**src/design/lcasr_pkg.sv**
```systemverilog
// Shared types and constants for the load-cell converter serial reader.
package lcasr_pkg;

	// Widths of the fixed payload fields.
	localparam int unsigned HALF_W    = 16;
	localparam int unsigned PULSE_W   = 5;
	localparam int unsigned SAMPLE_W  = 24;
	localparam int unsigned CHAR_W    = 8;
	localparam int unsigned GAIN_W    = 8;
	localparam int unsigned CFG_IDX_W = 1;

	// Default number of data bits shifted in per conversion.
	localparam int unsigned DATA_BITS_DEF = 24;

	// Depth of the queue between the front and back parts.
	localparam int unsigned QUEUE_DEPTH = 2;
	localparam int unsigned QUEUE_PTR_W = $clog2(QUEUE_DEPTH);

	// Configuration register indexes.
	localparam logic [CFG_IDX_W-1:0] CFG_HALF_PERIOD = 1'b0;
	localparam logic [CFG_IDX_W-1:0] CFG_SLEEP_MODE  = 1'b1;

	// Reset values of the configuration registers.
	localparam logic [HALF_W-1:0] HALF_PERIOD_RST = 16'd100;

	// Pulse counts that select channel and gain for the next conversion.
	localparam logic [PULSE_W-1:0] PULSES_A128 = 5'd25;
	localparam logic [PULSE_W-1:0] PULSES_B32  = 5'd26;
	localparam logic [PULSE_W-1:0] PULSES_A64  = 5'd27;

	// Channel letters and gain codes.
	localparam logic [CHAR_W-1:0] CHAR_A_LO = 8'h61;
	localparam logic [CHAR_W-1:0] CHAR_A_UP = 8'h41;
	localparam logic [CHAR_W-1:0] CHAR_B_LO = 8'h62;
	localparam logic [CHAR_W-1:0] CHAR_B_UP = 8'h42;
	localparam logic [GAIN_W-1:0] GAIN_128  = 8'd128;
	localparam logic [GAIN_W-1:0] GAIN_64   = 8'd64;
	localparam logic [GAIN_W-1:0] GAIN_32   = 8'd32;

	// Phases of the serial transfer sequencer.
	typedef enum logic [1:0] {
		PH_IDLE,
		PH_WAIT,
		PH_HIGH,
		PH_LOW
	} lcasr_phase_t;

	// One classified tick as it travels from the front to the back.
	typedef struct packed {
		logic               dout;
		logic               req;
		logic [PULSE_W-1:0] target;
		logic               warn;
	} lcasr_item_t;

	// Configuration seen by the back part.
	typedef struct packed {
		logic [HALF_W-1:0] half_period;
		logic              sleep_mode;
	} lcasr_cfg_t;

endpackage

```
**src/design/load_cell_adc_serial_reader_top.sv**
```systemverilog
// An accepted word is stored in the queue, then in the output register, before its result word appears.
// Throughput: one word per cycle while no stall holds it; each word is one tick of the converter interface.
// The queue between the front and back parts is two words deep.
// Reset clears the sequencer to idle, pulse history to channel A gain 128,
// half period to 100 ticks and power down to off. No clearing pass is needed.
module load_cell_adc_serial_reader_top #(
	parameter int unsigned DATA_BITS = lcasr_pkg::DATA_BITS_DEF
) (
	input  logic                                  clk,
	input  logic                                  arst_n,
	input  logic                                  cfg_valid,
	output logic                                  cfg_ready,
	input  logic [lcasr_pkg::CFG_IDX_W-1:0]       cfg_index,
	input  logic [lcasr_pkg::HALF_W-1:0]          cfg_wdata,
	input  logic                                  in_valid,
	output logic                                  in_stall,
	input  logic                                  dout,
	input  logic                                  start_req,
	input  logic [lcasr_pkg::CHAR_W-1:0]          channel_char,
	input  logic [lcasr_pkg::GAIN_W-1:0]          gain_code,
	output logic                                  out_valid,
	input  logic                                  out_stall,
	output logic                                  sck,
	output logic                                  busy_res,
	output logic                                  sample_valid,
	output logic signed [lcasr_pkg::SAMPLE_W-1:0] sample,
	output logic                                  request_warning
);

	lcasr_pkg::lcasr_item_t front_item;
	lcasr_pkg::lcasr_item_t q_item;
	lcasr_pkg::lcasr_cfg_t  cfg_q;
	logic                   q_full;
	logic                   q_not_empty;
	logic                   q_pop;

	assign cfg_ready = 1'b1;
	assign in_stall  = q_full;

	// Configuration registers.
	always_ff @(posedge clk or negedge arst_n) begin
		if (!arst_n) begin
			cfg_q.half_period <= lcasr_pkg::HALF_PERIOD_RST;
			cfg_q.sleep_mode  <= 1'b0;
		end else if (cfg_valid && cfg_ready) begin
			case (cfg_index)
				lcasr_pkg::CFG_HALF_PERIOD: cfg_q.half_period <= cfg_wdata;
				lcasr_pkg::CFG_SLEEP_MODE:  cfg_q.sleep_mode  <= cfg_wdata[0];
				default: begin
					cfg_q <= cfg_q;
				end
			endcase
		end
	end

	lcasr_front u_front (
		.dout         (dout),
		.start_req    (start_req),
		.channel_char (channel_char),
		.gain_code    (gain_code),
		.item         (front_item)
	);

	lcasr_queue u_queue (
		.clk       (clk),
		.arst_n    (arst_n),
		.push      (in_valid),
		.push_item (front_item),
		.full      (q_full),
		.pop       (q_pop),
		.not_empty (q_not_empty),
		.pop_item  (q_item)
	);

	lcasr_back #(
		.DATA_BITS (DATA_BITS)
	) u_back (
		.clk             (clk),
		.arst_n          (arst_n),
		.cfg             (cfg_q),
		.q_not_empty     (q_not_empty),
		.q_item          (q_item),
		.q_pop           (q_pop),
		.out_valid       (out_valid),
		.out_stall       (out_stall),
		.sck             (sck),
		.busy_res        (busy_res),
		.sample_valid    (sample_valid),
		.sample          (sample),
		.request_warning (request_warning)
	);

endmodule

```
**src/design/lcasr_front.sv**
```systemverilog
// Front part: classifies the request of each incoming word into a pulse count.
module lcasr_front (
	input  logic                         dout,
	input  logic                         start_req,
	input  logic [lcasr_pkg::CHAR_W-1:0] channel_char,
	input  logic [lcasr_pkg::GAIN_W-1:0] gain_code,
	output lcasr_pkg::lcasr_item_t       item
);

	logic is_a;
	logic is_b;

	assign is_a = (channel_char == lcasr_pkg::CHAR_A_LO) || (channel_char == lcasr_pkg::CHAR_A_UP);
	assign is_b = (channel_char == lcasr_pkg::CHAR_B_LO) || (channel_char == lcasr_pkg::CHAR_B_UP);

	// Map channel and gain to a pulse count. An unknown channel falls back to A at gain 128.
	always_comb begin
		item.dout   = dout;
		item.req    = start_req;
		item.target = lcasr_pkg::PULSES_A128;
		item.warn   = 1'b0;
		if (is_a) begin
			if (gain_code == lcasr_pkg::GAIN_64) begin
				item.target = lcasr_pkg::PULSES_A64;
			end else if (gain_code != lcasr_pkg::GAIN_128) begin
				item.warn = 1'b1;
			end
		end else if (is_b) begin
			item.target = lcasr_pkg::PULSES_B32;
			item.warn   = (gain_code != lcasr_pkg::GAIN_32);
		end else begin
			item.warn = 1'b1;
		end
	end

endmodule

```
**src/design/lcasr_queue.sv**
```systemverilog
// Short queue of classified words between the front and back parts.
module lcasr_queue (
	input  logic                   clk,
	input  logic                   arst_n,
	input  logic                   push,
	input  lcasr_pkg::lcasr_item_t push_item,
	output logic                   full,
	input  logic                   pop,
	output logic                   not_empty,
	output lcasr_pkg::lcasr_item_t pop_item
);

	localparam int unsigned CNT_W = $clog2(lcasr_pkg::QUEUE_DEPTH + 1);

	lcasr_pkg::lcasr_item_t                 entry_q [lcasr_pkg::QUEUE_DEPTH];
	logic [lcasr_pkg::QUEUE_PTR_W-1:0]      wr_ptr_q;
	logic [lcasr_pkg::QUEUE_PTR_W-1:0]      rd_ptr_q;
	logic [CNT_W-1:0]                       count_q;
	logic                                   do_push;
	logic                                   do_pop;

	assign full      = (count_q == CNT_W'(lcasr_pkg::QUEUE_DEPTH));
	assign not_empty = (count_q != '0);
	assign do_push   = push && !full;
	assign do_pop    = pop && not_empty;
	assign pop_item  = entry_q[rd_ptr_q];

	// Entry storage needs no reset.
	always_ff @(posedge clk) begin
		if (do_push) begin
			entry_q[wr_ptr_q] <= push_item;
		end
	end

	// Pointers and fill count.
	always_ff @(posedge clk or negedge arst_n) begin
		if (!arst_n) begin
			wr_ptr_q <= '0;
			rd_ptr_q <= '0;
			count_q  <= '0;
		end else begin
			if (do_push) begin
				wr_ptr_q <= (wr_ptr_q == lcasr_pkg::QUEUE_PTR_W'(lcasr_pkg::QUEUE_DEPTH - 1)) ?
					'0 : wr_ptr_q + 1'b1;
			end
			if (do_pop) begin
				rd_ptr_q <= (rd_ptr_q == lcasr_pkg::QUEUE_PTR_W'(lcasr_pkg::QUEUE_DEPTH - 1)) ?
					'0 : rd_ptr_q + 1'b1;
			end
			if (do_push && !do_pop) begin
				count_q <= count_q + 1'b1;
			end else if (do_pop && !do_push) begin
				count_q <= count_q - 1'b1;
			end
		end
	end

endmodule

```
**src/design/lcasr_back.sv**
```systemverilog
// Back part: SCK sequencer, data shift register and output register.
module lcasr_back #(
	parameter int unsigned DATA_BITS = lcasr_pkg::DATA_BITS_DEF
) (
	input  logic                                 clk,
	input  logic                                 arst_n,
	input  lcasr_pkg::lcasr_cfg_t                cfg,
	input  logic                                 q_not_empty,
	input  lcasr_pkg::lcasr_item_t               q_item,
	output logic                                 q_pop,
	output logic                                 out_valid,
	input  logic                                 out_stall,
	output logic                                 sck,
	output logic                                 busy_res,
	output logic                                 sample_valid,
	output logic signed [lcasr_pkg::SAMPLE_W-1:0] sample,
	output logic                                 request_warning
);

	localparam int unsigned PW = lcasr_pkg::PULSE_W;
	localparam int unsigned HW = lcasr_pkg::HALF_W;

	lcasr_pkg::lcasr_phase_t     phase_q, phase_d;
	logic [HW-1:0]               timer_q, timer_d;
	logic [PW-1:0]               pcount_q, pcount_d;
	logic [PW-1:0]               target_q, target_d;
	logic [PW-1:0]               last_q, last_d;
	logic                        dummy_q, dummy_d;
	logic signed [DATA_BITS-1:0] shift_q, shift_d;
	logic [HW-1:0]               reload;
	logic                        sck_d;
	logic                        valid_d;
	logic                        warn_d;
	logic                        out_valid_q;

	// A word is taken from the queue when the output register is free or being emptied.
	assign q_pop     = q_not_empty && (!out_valid_q || !out_stall);
	assign out_valid = out_valid_q;
	assign reload    = (cfg.half_period == '0) ? '0 : cfg.half_period - 1'b1;

	// Next state of the sequencer for one tick.
	always_comb begin
		phase_d  = phase_q;
		timer_d  = timer_q;
		pcount_d = pcount_q;
		target_d = target_q;
		last_d   = last_q;
		dummy_d  = dummy_q;
		shift_d  = shift_q;
		sck_d    = 1'b0;
		valid_d  = 1'b0;
		warn_d   = 1'b0;
		if (cfg.sleep_mode) begin
			phase_d  = lcasr_pkg::PH_IDLE;
			timer_d  = '0;
			pcount_d = '0;
			dummy_d  = 1'b0;
			shift_d  = '0;
			last_d   = lcasr_pkg::PULSES_A128;
			sck_d    = 1'b1;
		end else begin
			case (phase_q)
				lcasr_pkg::PH_IDLE: begin
					if (q_item.req) begin
						warn_d   = q_item.warn;
						target_d = q_item.target;
						dummy_d  = (q_item.target != last_q);
						pcount_d = '0;
						shift_d  = '0;
						phase_d  = lcasr_pkg::PH_WAIT;
					end
				end
				lcasr_pkg::PH_WAIT: begin
					if (!q_item.dout) begin
						pcount_d = '0;
						shift_d  = '0;
						timer_d  = reload;
						phase_d  = lcasr_pkg::PH_HIGH;
						sck_d    = 1'b1;
					end
				end
				lcasr_pkg::PH_HIGH: begin
					if (timer_q == '0) begin
						// Falling edge: sample the data pin for the first data bits.
						if (pcount_q < PW'(DATA_BITS)) begin
							shift_d = {shift_q[DATA_BITS-2:0], q_item.dout};
						end
						pcount_d = pcount_q + 1'b1;
						timer_d  = reload;
						phase_d  = lcasr_pkg::PH_LOW;
					end else begin
						timer_d = timer_q - 1'b1;
						sck_d   = 1'b1;
					end
				end
				lcasr_pkg::PH_LOW: begin
					if (timer_q != '0) begin
						timer_d = timer_q - 1'b1;
					end else if (pcount_q >= target_q) begin
						pcount_d = '0;
						shift_d  = '0;
						if (dummy_q) begin
							// The dummy read only reprograms channel and gain.
							dummy_d = 1'b0;
							phase_d = lcasr_pkg::PH_WAIT;
						end else begin
							valid_d = 1'b1;
							last_d  = target_q;
							phase_d = lcasr_pkg::PH_IDLE;
						end
					end else begin
						timer_d = reload;
						phase_d = lcasr_pkg::PH_HIGH;
						sck_d   = 1'b1;
					end
				end
				default: begin
					phase_d = lcasr_pkg::PH_IDLE;
				end
			endcase
		end
	end

	// Sequencer state, advanced once per word taken from the queue.
	always_ff @(posedge clk or negedge arst_n) begin
		if (!arst_n) begin
			phase_q  <= lcasr_pkg::PH_IDLE;
			timer_q  <= '0;
			pcount_q <= '0;
			target_q <= lcasr_pkg::PULSES_A128;
			last_q   <= lcasr_pkg::PULSES_A128;
			dummy_q  <= 1'b0;
			shift_q  <= '0;
		end else if (q_pop) begin
			phase_q  <= phase_d;
			timer_q  <= timer_d;
			pcount_q <= pcount_d;
			target_q <= target_d;
			last_q   <= last_d;
			dummy_q  <= dummy_d;
			shift_q  <= shift_d;
		end
	end

	// Output valid flag.
	always_ff @(posedge clk or negedge arst_n) begin
		if (!arst_n) begin
			out_valid_q <= 1'b0;
		end else if (q_pop) begin
			out_valid_q <= 1'b1;
		end else if (!out_stall) begin
			out_valid_q <= 1'b0;
		end
	end

	// Output payload register; the sample is sign-extended from the top data bit.
	always_ff @(posedge clk) begin
		if (q_pop) begin
			sck             <= sck_d;
			busy_res        <= (phase_d != lcasr_pkg::PH_IDLE);
			sample_valid    <= valid_d;
			sample          <= valid_d ? lcasr_pkg::SAMPLE_W'(shift_q) : '0;
			request_warning <= warn_d;
		end
	end

endmodule

```
**config.mk**
```make
export PLATFORM = sky130hd
export DESIGN_NAME = load_cell_adc_serial_reader_top
export DESIGN_NICKNAME = d
export VERILOG_FILES = /design/src/design/lcasr_pkg.sv /design/src/design/load_cell_adc_serial_reader_top.sv /design/src/design/lcasr_front.sv /design/src/design/lcasr_queue.sv /design/src/design/lcasr_back.sv
export SDC_FILE = /design/constraint.sdc
export NUM_CORES = 1
export LEC_CHECK = 0
export ABC_AREA = 1
export BUFFER_PORTS_ARGS = -buffer_cell sky130_fd_sc_hd__clkbuf_2
export CAP_MARGIN = 25
export CORE_MARGIN = 2
export CORE_UTILIZATION = 55
export DETAILED_ROUTE_END_ITERATION = 10
export PLACE_DENSITY_LB_ADDON = 0.15
export SETUP_SLACK_MARGIN = 0.2
export SYNTH_ARGS = -nofsm -noshare
export SYNTH_HDL_FRONTEND = slang
export SYNTH_SLANG_ARGS = --single-unit
export TNS_END_PERCENT = 100
```
**constraint.sdc**
```tcl
create_clock -name clk -period 3.02 [get_ports clk]
set_input_delay 0.604 -clock clk [delete_from_list [all_inputs] [get_ports clk]]
set_output_delay 0.604 -clock clk [all_outputs]
set_load 0.02 [all_outputs]
```
Yosys cells after proc, flatten, opt, wreduce, memory -nomap -nowiden

Memory sizes are Yosys's and may differ from the RTL's.
Cells that the tools add are included.

Flip-flop bits (word level): 108
Output and inout bits: 31
Logic and storage cells: 151
Bits of input ports: 40
Memory bits (writable): 16
Memories: 1

Memory list:

| name            | words | bits a word | read ports | clocked after memory_dff | write ports | RTL line          | text |
|---|---|---|---|---|---|---|---|
| u_queue.entry_q | 2     | 8           | 1          | 0                        | 1           | lcasr_queue.sv:15 | `lcasr_pkg::lcasr_item_t entry_q [lcasr_pkg::QUEUE_DEPTH];` |

Reduce and logical (&&, ||, !) cells: 33
Multiplexer cells: 64
$lt $le $gt $ge: 2
Equal/unequal tests: 22
Add/sub/neg operators: 7
Bitwise operators: 4

Operator list:

| operator                                            | number |
|---|---|
| two-way mux 24 bit                                  | 7 |
| two-way mux 16 bit                                  | 6 |
| case mux 24 bit (4 select lines)                    | 1 |
| two-way mux 5 bit                                   | 11 |
| case mux 16 bit (3 select lines)                    | 1 |
| equality test 8 x 7 -> 1 bit, second input constant | 5 |
| logical NOT 16 bit                                  | 2 |
| subtractor 16 x 1 -> 16 bit, second input constant  | 2 |
| two-way mux 1 bit                                   | 23 |
| two-way mux 2 bit                                   | 10 |
| case mux 5 bit (4 select lines)                     | 1 |
| nonzero test 16 bit                                 | 1 |
| AND reduction 5 bit                                 | 2 |
| nonzero test 2 bit                                  | 5 |
| != test 3 x 2 -> 1 bit, second input constant       | 3 |
| != test 3 bit, second input constant                | 3 |
| != test 8 x 6 -> 1 bit, second input constant       | 1 |
| != test 8 bit, second input constant                | 1 |
| case mux 2 bit (4 select lines)                     | 1 |
| AND reduction 4 bit                                 | 2 |
| AND reduction 7 bit                                 | 1 |
| equality test 2 bit, second input constant          | 3 |
| two-way mux 6 bit                                   | 1 |
| AND reduction 6 bit                                 | 1 |
| 22 further kinds                                    | 38 |

Longest topological paths before layout

Gate-level depths: netlist of the first run.

Depth in word-level cells: 7
Mapped depth: 14
Depth with buffers taken out: 14

Modules after synthesis

Synthesis of the first run repeated with hierarchy kept, for this count alone.

Cells, all modules: 774
Area, all modules: 6421.2 um2

By module, submodules not included:

| module                          | area an instance (um2) | instances | cells each | seq. area each (um2) |
|---|---|---|---|---|
| lcasr_back                      | 4702.0                 | 1         | 580        | 2324.7 |
| lcasr_queue                     | 818.3                  | 1         | 73         | 580.6 |
| load_cell_adc_serial_reader_top | 705.7                  | 1         | 77         | 429.2 |
| lcasr_front                     | 195.2                  | 1         | 44         | 0.0 |

Worst setup path before layout of the first run

OpenSTA, ideal clock, no wires.

Path kind: input-to-reg
Start point: in out_stall
End point: reg u_back.timer_q[12]
Data arrival time: 2225 ps
Library setup time: 65 ps
Buffers on the path: 1
Stages on the path: 10
Path slack: 730 ps
Required time: 2955 ps
Cells stage by stage: nand2_1 -> o21ai_4 -> inv_1 -> nand2_2 -> nor2_4 -> nand2_4 -> nor2_4 -> buf_6 -> nand2_1 -> nand2_1

Word-level cells in the longest chain between the ends: 4

Ends and longest elaborated chain:

| element                              | RTL line                              | text |
|---|---|---|
| start: declaration                   | load_cell_adc_serial_reader_top.sv:22 | `input logic out_stall,` |
| logical NOT 1 bit                    | lcasr_back.sv:37                      | `assign q_pop = q_not_empty && (!out_valid_q \|\| !out_stall);` |
| logical OR 1 bit                     | lcasr_back.sv:37                      |  |
| logical AND 1 bit                    | lcasr_back.sv:37                      |  |
| via q_pop                            | load_cell_adc_serial_reader_top.sv:35 | `logic q_pop;` |
| AND reduction 4 bit (no source line) | -                                     |  |
| end signal: assignment               | lcasr_back.sv:136                     | `timer_q <= timer_d;` |
| end: declaration                     | lcasr_back.sv:24                      | `logic [HW-1:0] timer_q, timer_d;` |

The timed path passes the listed nets, and every way through them passes these cells.
A chain may end at the register's enable or synchronous reset.

Worst setup path after layout of the first run

Start point: reg u_back.timer_q[0]
End point: reg u_back.shift_q[3]

Word-level cells in the longest chain between the ends: 3
Elaborated cells on any way between the ends: 5
Those cells by class: 2 x eq/ne; 3 x reduce/logical

Ends and longest elaborated chain:

| element                                                                  | RTL line                           | text |
|---|---|---|
| nonzero test 16 bit or logical NOT 16 bit (tied branches)                | lcasr_back.sv:97, lcasr_back.sv:83 |  |
| != test 3 bit (no source line) or != test 3 x 2 -> 1 bit (tied branches) | -                                  |  |
| AND reduction 7 bit (no source line) *                                   | -                                  |  |
| end signal: assignment                                                   | lcasr_back.sv:141                  | `shift_q <= shift_d;` |
| end: declaration                                                         | lcasr_back.sv:29                   | `logic signed [DATA_BITS-1:0] shift_q, shift_d;` |

Mark *: on every way between the ends. The rest lies on a longest branch, timed or not.

==> results.py, run 1 <==
metrics = {
    "outcome": {
        "status": "finished clean",
    },
    "flow_run": {
        "drv_cap": 0,
    },
    "logic_synthesis": {
        "synth_cells": 695,
        "ys_seq_area_share_pct": 50.6,
        "avgSynthCellArea_um2": 8.52,
        "synth_cell_types": 39,
        "synth_simple_gate_area_share_pct": 30.0,
        "synth_compound_area_share_pct": 5.70,
        "synthAdderAreaFrac_pct": 1.27,
        "syn_nets": 741,
        "async_flop_share_pct": 66.1,
        "synthFlopType": "dfrtp_1",
        "syn_area_um2": 5920,
        "synth-edff-count": 38,
        "synth_top_family_by_area": "simple AND/OR/NAND/NOR gates",
        "synthMuxAreaShare_pct": 1.14,
        "ys_seq_elements": 112,
        "ys_warn_count": 0,
        "synth-xor-area-share_pct": 3.84,
    },
    "timing": {
        "timing.final.ws_setup_ps": 789,
        "max_freq_mhz": 448,
        "setup_violations": 0,
        "fin_crit_sh_pct": 73.9,
        "fin_setup_tns_ps": 0,
        "slew_headroom_pct": 47.4,
        "holdWs_ps": 182,
        "finalCriticalPeriod_ps": 2230,
        "slew_violations": 0,
        "tightest_slew_ps": 787,
        "fin_worst_skew_ps": 10.3,
        "hold_violations": 0,
        "grt_setup_unrepaired": "no",
    },
    "detailed_routing": {
        "postRouteAntennaNets": 0,
        "vias_per_cell": 5.03,
        "wl_per_cell_um": 12.3,
        "wirelength_mm": 11.1,
        "drc": 0,
        "vias": 4534,
        "drt_first_pass_iters": 5,
        "drt_iter0_drc": 248,
    },
    "cells_and_area": {
        "fin_nets": 806,
        "nFillCells": 914,
        "layout_commonest_cell": "nand2_1",
        "layout-drive-gt1-share_pct": 19.2,
        "synthToLayoutAreaGrowth_pct": 10.6,
        "antenna_cells": 0,
        "layout_common_cells": "184 x nand2_1, 104 x nor2_1, 74 x inv_1",
    },
    "floorplanning": {
        "core_area_um2": 10400,
        "die_w_um": 108,
        "num_rows": 37,
        "fp.dieH_um": 108,
        "dieArea_um2": 11600,
        "start_util_pct": 57.1,
        "ios": 71,
    },
    "setup_path": {
        "cpMaxStageDelayCell": "dfrtp_1",
        "max_stage_delay_ps": 410,
        "cp-start-kind": "register",
        "cp.arrival_ps": 2500,
        "crit_path_cell_trace": "inv_1 -> ha_1 -> nand2_2 -> nor2_4 -> nand3b_2 -> nand2_1 -> nand2_2 -> nor2_8 -> nand2_4 -> nand2_1 -> nand2_1",
        "endpoint_kind": "register",
        "cp_common_cell": "nand2_1",
        "worstPathMaxFanout": 25,
        "path_class": "reg -> reg",
        "path_buf_inv": 1,
        "required_ps": 3290,
        "critPathTopFamily": "simple AND/OR/NAND/NOR gates",
    },
    "placement": {
        "place.gp.congestion": 0.821,
        "post-place-ws_ps": 790,
        "port_buffers": 68,
        "dp_hpwl_mm": 7.80,
    },
    "global_routing": {
        "overflow": 0,
        "grt_pass1_wl_mm": 19.3,
        "first_global_vias": 4326,
        "antenna_found_initial": 0,
        "grt_start_max_net_pins": 54,
        "grt_usage_pct": 20.7,
    },
    "clock_tree": {
        "numCtsBuffers": 9,
        "cts_max_path_buffers": 2,
        "cts_root_buffer": "clkbuf_8",
        "hold_buffers": 0,
        "tritoncts": "done",
        "cts_setup_buffers": 0,
        "clock_latency_ps": 380,
        "clkSinkCount": 112,
        "htreeDepth": 3,
        "path_clk_slew_ps": 110,
        "post_cts_resized": 0,
    },
    "power": {
        "powerDensity_nw_per_um2": 891,
        "p_total_mw": 5.84,
        "ir_worst_vdd_uv": 439,
        "leakagePower_nw": 3.14,
    },
    "worst_hold_path": {
        "holdCritPathClass": "in -> async",
    },
}
[layout make-up]
type | instances | area [um2] | area share (%)
flip-flops and latches | 112 | 3000 | 45.8
multi-input cells | 483 | 2490 | 38.0
repair buffers | 72 | 383 | 5.84
inverters | 82 | 308 | 4.70
well taps | 136 | 170 | 2.60
clock buffers | 10 | 138 | 2.10
clock inverters | 6 | 65.1 | 0.993
[where the power goes]
group          internal (mW)  switching [mW]  total [mW]  leakage, nW
combinational          0.848            1.75        2.60         1.71
sequential              2.02           0.301        2.32         1.32
clock                  0.408           0.512       0.920       0.0992
total                   3.27            2.56        5.84         3.14
[per-stage QoR]
step                      instances  utilization (%)  area, um2
after floorplan                 695                -       5920
after global placement          885             61.2       6350
after detailed placement        885             61.2       6350
after CTS                       901             63.2       6550
after global routing            901             63.2       6550
final                           901             63.2       6550
[cells by family after synthesis]
logic type | after synthesis
flops | 112
compound gates | 56
other cells | 1
simple gates | 388
fa+ha+maj | 6
xor+xnor | 26
mux | 6
buf+inv | 100
[layer usage]
layer	part of all wire [%]	up-vias	track usage [%]
li1	-	2336	-
met1	46	2091	27.6
met2	48	95	34.4
met3	3.8	12	2.54
met4	1.6	0	8.15
met5	0	-	0
[Yosys cell counts (7+ instances only)]
cell type  instances  area [um2]
a21oi_1           18        90.1
buf_2              7        35.0
dfrtp_1           69        1730
edfxtp_1          38        1140
inv_1             74         278
inv_2              8        30.0
nand2_1          184         691
nand2_2            8        50.1
nand3_1           49         245
nand4_1            9        56.3
nor2_1           104         390
o21ai_0           19        95.1
o22ai_1           11        68.8
xor2_1            20         175
[flip-flops by register name (all words and copies together), names as in the netlist, 2 cells and up]
register and cells:
u_queue.entry_q 10, u_back.timer_q 16, u_back.phase_q 2, u_back.shift_q 24, cfg_q 17, u_back.last_q 2, u_queue.count_q 2, u_back.target_q 2
u_back.sample 24, u_back.pcount_q 5
[final timing paths]
| check | startpoint | end | slack, ps | depth (start not counted) |
|---|---|---|---|---|
| max | u_back.timer_q[0] | u_back.shift_q[3] | 790 | 11 |
| min | arst_n | cfg_q[11] | 180 | 1 |
| max reg2reg | u_back.timer_q[0] | u_back.shift_q[3] | 790 | 11 |
| min reg2reg | u_back.shift_q[11] | u_back.shift_q[11] | 480 | 2 |
| max in group asynchronous | arst_n | u_back.last_q[0] | 2120 | 2 |
| min in group clk | dout | u_queue.entry_q[0][7] | 410 | 1 |
[worst reg2reg max path, stage by stage (launching register included)]
cell and delay (ps):
dfrtp_1 410, inv_1 100, ha_1 280, nand2_2 120, nor2_4 140, nand3b_2 130, nand2_1 100, nand2_2 90
nor2_8 330, nand2_4 260, nand2_1 130, nand2_1 50
Note: power is estimated with default switching activity, not from simulation.
==> run 2: changes to the inputs <==
ABC_AREA = 0   (was 1)
clock period = 2.2 ns   (was 3.02 ns; I/O delays follow)
==> results.py, run 2 <==
metrics = {
    "outcome": {
        "violations": "setup timing",
        "status": "finished with violations",
    },
    "clock_tree": {
        "cts_root_buffer": "clkbuf_8",
        "cts_max_path_buffers": 2,
        "numCtsBuffers": 9,
        "tritoncts": "done",
        "path_clk_slew_ps": 110,
        "hold_buffers": 0,
        "clock_latency_ps": 370,
        "htreeDepth": 3,
        "clkSinkCount": 112,
    },
    "cells_and_area": {
        "fin_nets": 645,
        "layout_commonest_cell": "dfrtp_1",
        "post-route-util_pct": 72.0,
        "top_regs": "u_back.sample: 24 flops, u_back.shift_q: 24 flops, cfg_q: 17 flops",
        "layout-drive-gt1-share_pct": 34.4,
        "antenna_cells": 0,
        "layout_common_cells": "69 x dfrtp_1, 67 x clkbuf_2, 64 x buf_4",
        "synthToLayoutAreaGrowth_pct": 26.0,
        "final_area_um2": 6710,
    },
    "timing": {
        "finalCriticalPeriod_ps": 2500,
        "slew_violations": 0,
        "grt_setup_unrepaired": "yes",
        "max_freq_mhz": 401,
        "hold_violations": 0,
        "fin_worst_skew_ps": 17.5,
        "tightest_slew_ps": 784,
        "fin_crit_sh_pct": 113,
        "setup_violations": 76,
        "slew_headroom_pct": 47.7,
        "timing.final.ws_setup_ps": -296,
        "fin_setup_tns_ps": -14500,
    },
    "logic_synthesis": {
        "synth_cell_types": 60,
        "ys_warn_count": 0,
        "yosysTopAreaCell": "dfrtp_1",
        "synth_commonest_cells": "69 x dfrtp_1, 38 x edfxtp_1, 38 x nand2_1",
        "avgSynthCellArea_um2": 11.4,
        "syn_area_um2": 5330,
        "synth-edff-count": 38,
        "yosysMostFrequentCell": "dfrtp_1",
        "yosys-top-cells-area": "dfrtp_1 32%, edfxtp_1 21%, a22o_1 5.4%, mux2_2 3.0%, and2_1 2.9%",
        "yosysTopAreaCellShare_pct": 32.4,
        "async_flop_share_pct": 66.1,
        "syn_nets": 513,
        "ys_seq_area_share_pct": 56.3,
        "synthFlopType": "dfrtp_1",
        "ys_seq_elements": 112,
        "synth_cells": 467,
    },
    "detailed_routing": {
        "wirelength_mm": 11.2,
        "wl_per_cell_um": 15.3,
        "drt_iter0_drc": 195,
        "vias": 4125,
        "drt_first_pass_iters": 5,
        "postRouteAntennaNets": 0,
        "drc": 0,
        "vias_per_cell": 5.63,
    },
    "setup_path": {
        "cp-start-kind": "register",
        "path_class": "reg -> reg",
        "cp.arrival_ps": 2750,
        "required_ps": 2460,
        "worst-r2r-setup-slack_ps": -300,
        "timing.rr.end": "u_back.timer_q[14]",
        "reg2reg_depth": 7,
        "worstPathMaxFanout": 7,
        "reg2reg_from": "u_back.timer_q[7]",
        "endpoint_kind": "register",
    },
    "global_routing": {
        "grt_pass1_wl_mm": 18.9,
        "overflow": 0,
        "antenna_found_initial": 0,
        "first_global_vias": 3992,
        "grt_start_max_net_pins": 75,
        "grt_usage_pct": 23.0,
    },
    "power": {
        "leakagePower_nw": 2.96,
        "switching_power_mw": 3.34,
        "p_comb_share_pct": 50.0,
        "p_int_mw": 5.24,
        "seqPwrFrac_pct": 35.5,
        "p_clk_share_pct": 14.5,
        "p_total_mw": 8.58,
        "swShare_pct": 38.9,
        "ir_worst_vdd_uv": 780,
        "powerDensity_nw_per_um2": 1280,
    },
    "floorplanning": {
        "fp.dieH_um": 102,
        "die_w_um": 102,
        "num_rows": 35,
        "start_util_pct": 57.1,
        "ios": 71,
        "dieArea_um2": 10500,
        "core_area_um2": 9330,
    },
    "flow_run": {
        "drv_cap": 0,
    },
    "placement": {
        "dp_hpwl_mm": 8.02,
        "post-place-ws_ps": -399,
        "dpl-instance-area_um2": 6440,
        "place.gp.congestion": 0.904,
        "port_buffers": 68,
    },
    "worst_hold_path": {
        "holdCritPathClass": "in -> async",
    },
}
## run 2: cell count changes in the layout (fill, tap and decap cells not counted), moves of 33 or more
cell and change:
a22o_1 +33, buf_4 +61, inv_1 -61, nand2_1 -146
nand3_1 -41, nor2_1 -82
## run 2: power by group through the flow
stage          logic (mW)  registers, mW  clock network, mW
2_1_floorplan        2.33           3.28                  0
6_report             4.29           3.04               1.24
3_3_place_gp         4.06           3.05                  0
5_1_grt              4.67           3.11               1.35
3_5_place_dp         4.07           3.08                  0
4_1_cts              4.15           3.04               1.27
## run 2: worst max-delay path by stage
| stage | from | endpoint | depth (start not counted) | slack (ps) |
|---|---|---|---|---|
| after CTS | u_back.timer_q[10] | u_back.timer_q[14] | 7 | -300 |
| final | u_back.timer_q[7] | u_back.timer_q[14] | 7 | -300 |
| after floorplan | u_back.timer_q[8] | u_back.timer_q[11] | 7 | -320 |
| after detailed placement | u_back.timer_q[10] | u_back.phase_q[0] | 6 | -400 |
| after global routing | u_back.timer_q[1] | u_back.timer_q[14] | 9 | -380 |
| after global placement | u_back.timer_q[10] | u_back.phase_q[0] | 6 | -350 |
## run 2: what timing repair did
action / in CTS / in global routing
resized for setup: 5 / 6
pin swaps: 3 / 5
gates cloned: 0 / 1
hold endpoints to repair: 0 / 0
setup buffers: 0 / 2
endpoints found under the setup margin: 77 / 77
## run 2: routing by layer
| layer | track usage (%) | wire length, um |
|---|---|---|
| met1 | 31.9 | 5150 |
| met2 | 37.9 | 5440 |
| met3 | 2.94 | 481 |
| met4 | 6.97 | 167 |
| met5 | 0 | 0 |
## run 2: metrics by stage
stage	hold WS, ps	std cells
finish	88.0	733
global route	116	733
CTS	102	730
detailed placement	482	714
global placement	475	714
floorplan	144	467
## run 2: critical path, cell delays in order (launching register included)
cell,delay (ps)
dfrtp_1,390
or4_4,540
or4_4,590
nor4_4,240
buf_4,180
nor4_4,60
buf_12,170
a32o_2,230
## run 2: layout make-up
cell class	instances	area [um2]
clock inverters	4	53.8
well taps	129	161
repair buffers	141	975
inverters	15	60.1
multi-input cells	320	2320
clock buffers	12	145
fillers	691	2620
flip-flops and latches	112	3000
## run 2: cells by family (layout without fill, tap and decap cells)
kind of cell               Yosys count  after routing  share of synthesized area (%)
and+or+nand+nor                    158            158                           16.2
muxes                               23             23                           4.65
DFF                                112            112                           56.3
buffers and inverters               36            172                           3.01
xor gates and xnor gates            16             16                           2.63
adders and majority gates            6              6                           1.41
other                                1              1                         0.0704
AOI/OAI and AO/OA                  115            116                           15.7
==> run 3: changes to the inputs <==
CORE_UTILIZATION = 30   (was 55)
CTS_CLUSTER_DIAMETER = 40   (was not set)
==> results.py, run 3 (synthesized netlist as in run 2, its figures left out) <==
metrics = {
    "timing": {
        "timing.final.ws_setup_ps": -320,
        "grt_setup_unrepaired": "yes",
        "max_freq_mhz": 397,
        "setup_violations": 77,
        "fin_worst_skew_ps": 7.64,
        "hold_violations": 0,
        "fin_crit_sh_pct": 115,
        "finalCriticalPeriod_ps": 2520,
        "slew_violations": 0,
    },
    "cells_and_area": {
        "layout_common_cells": "76 x buf_4, 69 x dfrtp_1, 67 x clkbuf_2",
        "layout_commonest_cell": "buf_4",
        "top_regs": "u_back.sample: 24 flops, u_back.shift_q: 24 flops, cfg_q: 17 flops",
        "antenna_cells": 0,
        "fin_nets": 668,
        "post-route-util_pct": 42.4,
        "stdcell_count": 852,
        "synthToLayoutAreaGrowth_pct": 38.1,
        "layout-drive-gt1-share_pct": 41.6,
    },
    "global_routing": {
        "grt_pass1_wl_mm": 21.4,
        "first_global_vias": 4254,
        "overflow": 0,
        "antenna_found_initial": 0,
        "grt_start_max_net_pins": 75,
        "grt_usage_pct": 14.5,
    },
    "power": {
        "powerDensity_nw_per_um2": 1320,
        "leakagePower_nw": 3.16,
        "p_total_mw": 9.68,
        "ir_worst_vdd_uv": 693,
    },
    "detailed_routing": {
        "vias": 4135,
        "postRouteAntennaNets": 0,
        "wl_per_cell_um": 15.0,
        "vias_per_cell": 4.85,
        "drt_iter0_drc": 198,
        "drc": 0,
        "wirelength_mm": 12.8,
        "drt_first_pass_iters": 4,
    },
    "clock_tree": {
        "cts_max_path_buffers": 2,
        "htreeDepth": 3,
        "path_clk_slew_ps": 70,
        "cts_root_buffer": "clkbuf_16",
        "clock_latency_ps": 350,
        "clkSinkCount": 112,
        "numCtsBuffers": 9,
        "tritoncts": "done",
    },
    "setup_path": {
        "required_ps": 2480,
        "endpoint_kind": "register",
        "cp-start-kind": "register",
        "path_class": "reg -> reg",
        "worstPathMaxFanout": 5,
        "cp.arrival_ps": 2800,
    },
    "floorplanning": {
        "ios": 71,
        "num_rows": 48,
        "core_area_um2": 17400,
        "dieArea_um2": 18800,
        "die_w_um": 137,
        "fp.dieH_um": 137,
        "start_util_pct": 30.7,
    },
    "flow_run": {
        "drv_cap": 0,
    },
    "outcome": {
        "violations": "setup timing",
        "status": "finished with violations",
    },
    "worst_hold_path": {
        "holdCritPathClass": "in -> async",
    },
    "placement": {
        "port_buffers": 68,
        "place.gp.congestion": 0.814,
        "placedCellCount": 816,
        "post-place-ws_ps": -470,
        "dp_hpwl_mm": 8.79,
    },
}
[run 3: timing repair]
action / CTS / global route
gates resized for setup: 27 / 34
gates cloned: 5 / 2
pin swaps: 15 / 43
hold buffers: 0 / 0
setup endpoints to repair: 77 / 77
buffers inserted: 6 / 7
[run 3: metrics by stage]
stage	instance area [um2]	setup TNS, ps	hold slack [ps]
global route	7360	-19560	144
finish	7360	-15100	112
global placement	6590	-15460	477
detailed placement	6590	-15980	480
floorplan	5480	-6060	144
CTS	7160	-16000	128
[run 3: final timing paths]
path                                          from               endpoint  slack [ps]  cells past startpoint
min in group clk                         start_req  u_queue.entry_q[0][6]         290                      1
worst max register to register  u_back.timer_q[14]     u_back.pcount_q[4]        -320                      8
max in group asynchronous                   arst_n     u_back.target_q[0]        1730                      2
worst min-delay path                        arst_n              cfg_q[16]         110                      2
worst max-delay path            u_back.timer_q[14]     u_back.pcount_q[4]        -320                      8
worst min register to register    u_queue.wr_ptr_q       u_queue.wr_ptr_q         500                      1
[run 3: power by group]
| group | internal [mW] | switching, mW | leakage, nW | total (mW) |
|---|---|---|---|---|
| clock | 0.901 | 0.768 | 0.142 | 1.67 |
| sequential | 2.73 | 0.276 | 1.33 | 3.00 |
| combinational | 2.34 | 2.67 | 1.69 | 5.01 |
[run 3: critical path, stage by stage, from the launching register on]
cell and delay (ps):
dfrtp_1 390, or4_4 550, or4_4 590, buf_6 150, buf_6 120, nand2_4 70, o311ai_4 110, or3_1 350
a21oi_2 120
[run 3: layout make-up]
class	count	area, um2
clock buffers	10	229
clock inverters	6	73.8
fillers	1684	10000
inverters	15	60.1
multi-input cells	322	2500
flip-flops and latches	112	3000
well taps	225	282
repair buffers	162	1210
[run 3: per-layer routing]
layer	share of wire [%]	track usage [%]	vias up	wire length [um]
li1	-	-	2054	-
met1	47	19.6	1968	6070
met2	47	23.7	98	6050
met3	4.1	3.13	15	530
met4	1.3	4.07	0	163
met5	0	0	-	0
